`config.mk`:
```
export PLATFORM = sky130hd
export DESIGN_NAME = skp_front
export DESIGN_NICKNAME = d
export VERILOG_FILES = /design/src/sv/skp_pkg.sv /design/src/sv/skp_front.sv
export SDC_FILE = /design/constraint.sdc
export NUM_CORES = 1
export LEC_CHECK = 0
export CAP_MARGIN = 10
export CORE_UTILIZATION = 55
export CTS_BUF_LIST = sky130_fd_sc_hd__clkbuf_4
export DETAILED_ROUTE_END_ITERATION = 8
export DONT_BUFFER_PORTS = 1
export GPL_TIMING_DRIVEN = 1
export PLACE_DENSITY = 0.7
export SKIP_CTS_REPAIR_TIMING = 1
export SLEW_MARGIN = 20
export SYNTH_ARGS = -nofsm -noshare
export SYNTH_HDL_FRONTEND = slang
export SYNTH_SLANG_ARGS = --single-unit
```
`constraint.sdc`:
```
create_clock -name aclk -period 3.4 [get_ports aclk]
set_input_delay 0.17 -clock aclk [delete_from_list [all_inputs] [get_ports aclk]]
set_output_delay 0.17 -clock aclk [all_outputs]
set_load 0.05 [all_outputs]
```
`src/sv/skp_pkg.sv`:
```
`timescale 1ns / 1ps
// ---------------------------------------------------------------------------
// skp_pkg
// Shared types, constants and lookup functions of the shaped keyer.
// ---------------------------------------------------------------------------
package skp_pkg;

    localparam int MAX_SEGMENTS = 256;
    localparam int ADDR_BITS    = $clog2(MAX_SEGMENTS);
    localparam int LENGTH_BITS  = 24;
    localparam int SAMPLE_BITS  = 16;
    localparam int ROUND_SHIFT  = 31 - SAMPLE_BITS;
    localparam int DIV_STEPS    = 7;
    localparam int DIV_CNT_BITS = $clog2(DIV_STEPS + 1);

    localparam logic [7:0] CFG_AMPLITUDE     = 8'd0;
    localparam logic [7:0] CFG_PHASE_STEP    = 8'd1;
    localparam logic [7:0] CFG_RAMP_LENGTH   = 8'd2;
    localparam logic [7:0] CFG_SEGMENT_COUNT = 8'd3;

    localparam logic [14:0] QUARTER_SINE [0:64] = '{
        15'd0,     15'd804,   15'd1608,  15'd2410,  15'd3212,  15'd4011,  15'd4808,  15'd5602,
        15'd6393,  15'd7179,  15'd7962,  15'd8739,  15'd9512,  15'd10278, 15'd11039, 15'd11793,
        15'd12539, 15'd13279, 15'd14010, 15'd14732, 15'd15446, 15'd16151, 15'd16846, 15'd17530,
        15'd18204, 15'd18868, 15'd19519, 15'd20159, 15'd20787, 15'd21403, 15'd22005, 15'd22594,
        15'd23170, 15'd23731, 15'd24279, 15'd24811, 15'd25329, 15'd25832, 15'd26319, 15'd26790,
        15'd27245, 15'd27683, 15'd28105, 15'd28510, 15'd28898, 15'd29268, 15'd29621, 15'd29956,
        15'd30273, 15'd30571, 15'd30852, 15'd31113, 15'd31356, 15'd31580, 15'd31785, 15'd31971,
        15'd32137, 15'd32285, 15'd32412, 15'd32521, 15'd32609, 15'd32678, 15'd32728, 15'd32757,
        15'd32767
    };

    typedef enum logic {
        OP_TICK = 1'b0,
        OP_LOAD = 1'b1
    } op_t;

    typedef struct packed {
        op_t                    op;
        logic [7:0]             index;
        logic                   key_on;
        logic [LENGTH_BITS-1:0] length;
    } seg_word_t;

    typedef struct packed {
        logic [15:0] amplitude;
        logic [31:0] phase_step;
        logic [15:0] ramp_length;
        logic [8:0]  segment_count;
    } cfg_t;

    typedef enum logic [2:0] {
        ST_IDLE,
        ST_LOOK,
        ST_DIV,
        ST_ENV,
        ST_SCALE,
        ST_MULI,
        ST_MULQ,
        ST_OUT
    } back_state_t;

    function automatic logic signed [15:0] sine_at(input logic [7:0] idx);
        logic [5:0]  k;
        logic [6:0]  kr;
        logic [15:0] v;
        k  = idx[5:0];
        kr = 7'd64 - {1'b0, k};
        case (idx[7:6])
            2'd0:    v = {1'b0, QUARTER_SINE[k]};
            2'd1:    v = {1'b0, QUARTER_SINE[kr]};
            2'd2:    v = -{1'b0, QUARTER_SINE[k]};
            default: v = -{1'b0, QUARTER_SINE[kr]};
        endcase
        return $signed(v);
    endfunction

    function automatic logic signed [15:0] cosine_at(input logic [7:0] idx);
        return sine_at(idx + 8'd64);
    endfunction

    function automatic logic signed [SAMPLE_BITS-1:0] round_sat(input logic signed [32:0] p);
        logic [32:0] mag;
        logic [32:0] mr;
        logic [32:0] maxv;
        logic [SAMPLE_BITS-1:0] res;
        maxv = 33'((64'd1 << (SAMPLE_BITS - 1)) - 64'd1);
        mag  = p[32] ? 33'(-p) : 33'(p);
        mr   = (mag + (33'd1 << (ROUND_SHIFT - 1))) >> ROUND_SHIFT;
        if (p[32]) begin
            if (mr > maxv + 33'd1) res = {1'b1, {(SAMPLE_BITS-1){1'b0}}};
            else res = SAMPLE_BITS'(-mr);
        end else begin
            if (mr > maxv) res = {1'b0, {(SAMPLE_BITS-1){1'b1}}};
            else res = SAMPLE_BITS'(mr);
        end
        return $signed(res);
    endfunction

endpackage

```
`src/sv/skp_front.sv`:
```
`timescale 1ns / 1ps
// ---------------------------------------------------------------------------
// skp_front
// Accept input words, tag tick or load, and queue them for the back end.
// ---------------------------------------------------------------------------
module skp_front (
    input  logic                               aclk,
    input  logic                               aresetn,
    input  logic                               s_valid,
    output logic                               s_ready,
    input  logic                               s_operation,
    input  logic [7:0]                         s_segment_index,
    input  logic                               s_segment_key_on,
    input  logic [skp_pkg::LENGTH_BITS-1:0]    s_segment_length,
    output logic                               q_valid,
    input  logic                               q_ready,
    output skp_pkg::seg_word_t                 q_word
);

    skp_pkg::seg_word_t slot_reg [0:1];
    logic       wr_ptr_reg, wr_ptr_next;
    logic       rd_ptr_reg, rd_ptr_next;
    logic [1:0] fill_reg, fill_next;
    logic       push, pop;
    skp_pkg::seg_word_t in_word;

    always_comb begin
        in_word.op     = s_operation ? skp_pkg::OP_LOAD : skp_pkg::OP_TICK;
        in_word.index  = s_segment_index;
        in_word.key_on = s_segment_key_on;
        in_word.length = s_segment_length;
    end

    assign s_ready = (fill_reg != 2'd2);
    assign q_valid = (fill_reg != 2'd0);
    assign q_word  = slot_reg[rd_ptr_reg];
    assign push    = s_valid && s_ready;
    assign pop     = q_valid && q_ready;

    always_comb begin
        wr_ptr_next = push ? ~wr_ptr_reg : wr_ptr_reg;
        rd_ptr_next = pop ? ~rd_ptr_reg : rd_ptr_reg;
        fill_next   = fill_reg + 2'(push) - 2'(pop);
    end

    always_ff @(posedge aclk) begin
        if (!aresetn) begin
            wr_ptr_reg <= 1'b0;
            rd_ptr_reg <= 1'b0;
            fill_reg   <= 2'd0;
        end else begin
            wr_ptr_reg <= wr_ptr_next;
            rd_ptr_reg <= rd_ptr_next;
            fill_reg   <= fill_next;
        end
    end

    always_ff @(posedge aclk) begin
        if (push) begin
            slot_reg[wr_ptr_reg] <= in_word;
        end
    end

endmodule

```
-- Word level (Yosys, flattened, before mapping)
Memory sizes are Yosys's and may differ from the RTL's. A register that Yosys moved wholly into a read port is not among the register bits.
Cells that the tools add are included.
- output and inout bits: 36
- memories kept: 1
- register bits: 4
- bits in writable memories: 68
- bits of input ports: 38
- memories (memory ; depth ; width ; read ports ; clocked after Yosys merged registers in ; write ports ; RTL line ; source):
    slot_reg ; 2 ; 34 ; 1 ; 1 ; 1 ; skp_front.sv:20 ; skp_pkg::seg_word_t slot_reg [0:1];
- add/sub/neg operators: 2
- mux-type cells: 5
- reduce and logical (&&, ||, !) cells: 3
- equality and inequality tests: 1
- bitwise gates (word level): 2
- operator list (cell ; count):
    two-way mux 1 bit ; 5
    adder 2 x 1 -> 2 bit ; 1
    logical AND 1 bit ; 2
    inequality test 2 bit, second input constant ; 1
    NOT 1 bit ; 2
    nonzero test 2 bit ; 1
    subtractor 2 x 1 -> 2 bit ; 1

-- Longest topological paths before layout
- depth after elaboration: 4
- gate-level depth with buffers: 8

-- Worst setup path after synthesis
Ideal clock, no wire load.
- path type: reg2reg
- from: register fill_reg[0]
- to: memory slot_reg[0][0] (netlist name) (enable)
- slack: 0.507 ns
- arrival time: 2.468 ns
- data required time: 2.975 ns
- setup time: 0.425 ns
- cell stages (with the launch flop): 4
- period minus slack after synthesis: 2.893 ns
- cell sequence: dfxtp_1 > nand2b_1 > nand2_1 > nor2_1
- word-level cells in the longest chain between the ends: 4
- ends and longest elaborated chain (what ; RTL line ; source):
    from (decl) ; skp_front.sv:23 ; logic [1:0] fill_reg, fill_next;
    from (signal assigned) ; skp_front.sv:54 ; fill_reg <= fill_next;
    inequality test 2 bit ; skp_front.sv:34 ; assign s_ready = (fill_reg != 2'd2);
    via s_ready ; skp_front.sv:10 ; output logic s_ready,
    logical AND 1 bit ; skp_front.sv:37 ; assign push = s_valid && s_ready;
    two-way mux 1 bit ; skp_front.sv:59 ; if (push) begin
    two-way mux 1 bit (implied by the code) ; skp_front.sv:60 ; slot_reg[wr_ptr_reg] <= in_word;
    to (decl) ; skp_front.sv:20 ;
The timed path passes the listed nets, and every way through them passes these cells.

-- Worst setup path in the final report
- from: register fill_reg[0]
- to: memory slot_reg[0][1] (netlist name) (enable)
The elaborated chain is that of the path after synthesis.

==> flow_summary.ini <==
[timing]
relSlewSlack = 0.2728
tightestPinTransition_ns = 1.091
fin_crit_sh = 0.6732
rsz0062_at_grt = no
slew_viol_final = 0
hold_viol_final = 0
max_freq_mhz = 436.9
finalSetupViolCount = 0
fin_crit_ns = 2.289
fin_tns_setup_ns = 0
fin_skew_ns = 0.005848

[clock_tree]
cts_num_sinks = 73
clkLatencyLatePin_ns = 0.39
clk_pin_slew_ns = 0.10
cts-root-buf = clkbuf_4
cts_tree = yes
htreeDepth = 3
clk_path_buf_depth = 2
cts_buffers = 9

[logic_synthesis]
ys_types = 18
yosysSeqAreaShare = 0.7532
syn-num-nets = 170
yosysWarnings = 0
synth-seq-cells = 73
syn_avg_cell_area_um2 = 21.88
syn-cell-area_mm2 = 0.002844
ys_async_sr_fraction = 0
synth_edf_count = 68
synthCells = 130
ys.flop_type = edfxtp_1

[worst_setup_path]
reg2reg_from = fill_reg[0]
r2r_cells = 4
setup.worst_path.end = slot_reg[0][1]
required_ns = 3.48
worstSetupStartpointType = flop
critPathLaunch = fill_reg[0]
cp-end-kind = flop
worstPathMaxFanout = 18
r2r_slack_ns = 1.11
worstReg2RegEnd = slot_reg[0][1]
critPathKind = flop to flop
cp.arrival_ns = 2.37

[placed_design]
port_buffers = 0
dp_hpwl_mm = 2.669
placed_area_mm2 = 0.002874
globalplace.congestion = 0.5997

[route]
drt_iter0_markers = 59
wl_per_cell_um = 17.66
post-route-drc-count = 0
wl_mm = 4.308
avgViaCountPerCell = 5.246
ant_nets = 0
dr.pass1.iters = 4
dr_total_vias = 1280

[power]
powerDensity_mw_per_mm2 = 778.2
switching_share = 0.3913
power.internal_mw = 1.574
p_leak_nw = 1.180
sequentialPowerShare = 0.479
power_frac_comb = 0.361
power_mw = 2.586
peakVddDrop_mv = 0.6024
clkPwrFrac = 0.160
p_sw_mw = 1.012

[layout]
layout_commonest_cell = edfxtp_1
layout-drive-gt1-share = 0.2938
largest_reg_flops = 68
syn_to_final_growth_pct = 16.85
final_cell_mix = edfxtp_1, dlygate4sd3_1, mux2_4
fin_nets = 213
stdcell_area_mm2 = 0.003323
fill_cells = 304
antennaDiodeCount = 0

[grt]
grt_first_pass_wirelength_mm = 5.947
grt_pass1_vias = 1210
grt_max_degree = 35
antenna_found_initial = 0
grt.total_usage = 0.1621
grt.overflow.total = 0

[worst_hold_path]
holdCritStartpoint = s_valid
hp-class = input pin to flop
whs_path_depth = 2

[job]
maxCapViolCount = 0

[floorplan]
rows = 25
dieArea_mm2 = 0.005463
die_h_um = 73.91
dieWidth_um = 73.91
ios = 74
start_util = 0.5866
core-area_mm2 = 0.004848

[outcome]
status = finished, final reports clean
[worst max-delay path, stage by stage, from the launching register on]
cell	delay, ns
dfxtp_1	0.39
nand2b_1	0.50
nand2_1	0.26
nor2_4	0.47
buf_4	0.35
[power by group through the flow]
stage	registers, mW	clock network (mW)	logic, mW
5_1_grt	1.26	0.464	0.972
3_5_place_dp	1.26	0	0.901
2_1_floorplan	1.18	0	0.944
4_1_cts	1.24	0.426	0.903
3_3_place_gp	1.25	0	0.887
6_report	1.24	0.414	0.933
[worst min-delay path by stage]
stage / to
after floorplan: slot_reg[0][0]
after global placement: slot_reg[0][32]
after detailed placement: slot_reg[1][24]
after CTS: slot_reg[0][0]
after global routing: wr_ptr_reg
final: wr_ptr_reg
[layout make-up]
type                    instances  area [um^2]  share of cell area
clock buffers                  10        75.07             0.02259
clock inverters                 5        23.77            0.007154
inverters                       1        3.754            0.001130
multi-input cells              52        635.6              0.1913
flip-flops and latches         73         2143              0.6450
well taps                      67        83.83             0.02523
repair buffers                 36        357.8              0.1077
[synthesized netlist by cell type, drive strengths merged (2+ instances only)]
cell type  instances  area, um^2
nand2b             2       12.51
mux2              34       495.5
and2               2       12.51
xnor2              3       26.28
nand2              2       7.510
edfxtp            68        2042
dfxtp              5       100.1
ha                 2       25.02
nor2b              2       12.51
buf                4       71.32
[through the flow]
stage | util | hold slack, ns | cells | setup slack (ns)
final | 0.6854 | 0.06499 | 244 | 1.111
after global routing | 0.6854 | 0.05580 | 244 | 0.9427
after CTS | 0.6132 | -0.1674 | 209 | 1.072
after detailed placement | 0.5928 | 0.2689 | 194 | 1.102
after global placement | 0.5928 | 0.2690 | 194 | 1.222
after floorplan | - | 0.2689 | 130 | 0.5069
[kinds of logic after synthesis]
group,after synthesis,share of synthesized area
multiplexers,35,0.1777
AO/OA/AOI/OAI,1,0.003080
flip-flops,73,0.7532
AND/OR/NAND/NOR,11,0.02156
buffers and inverters,5,0.02640
XOR/XNOR,3,0.009241
adder cells (fa/ha/maj),2,0.008798
[routing by layer]
metal	global-route usage	vias to the layer above	wire length, um
li1	-	592	-
met1	0.1763	620	1680
met2	0.2626	59	2182
met3	0.06722	9	350
met4	0.1026	0	95
met5	0	-	0
No activity file was read; power rests on OpenSTA's default activity.
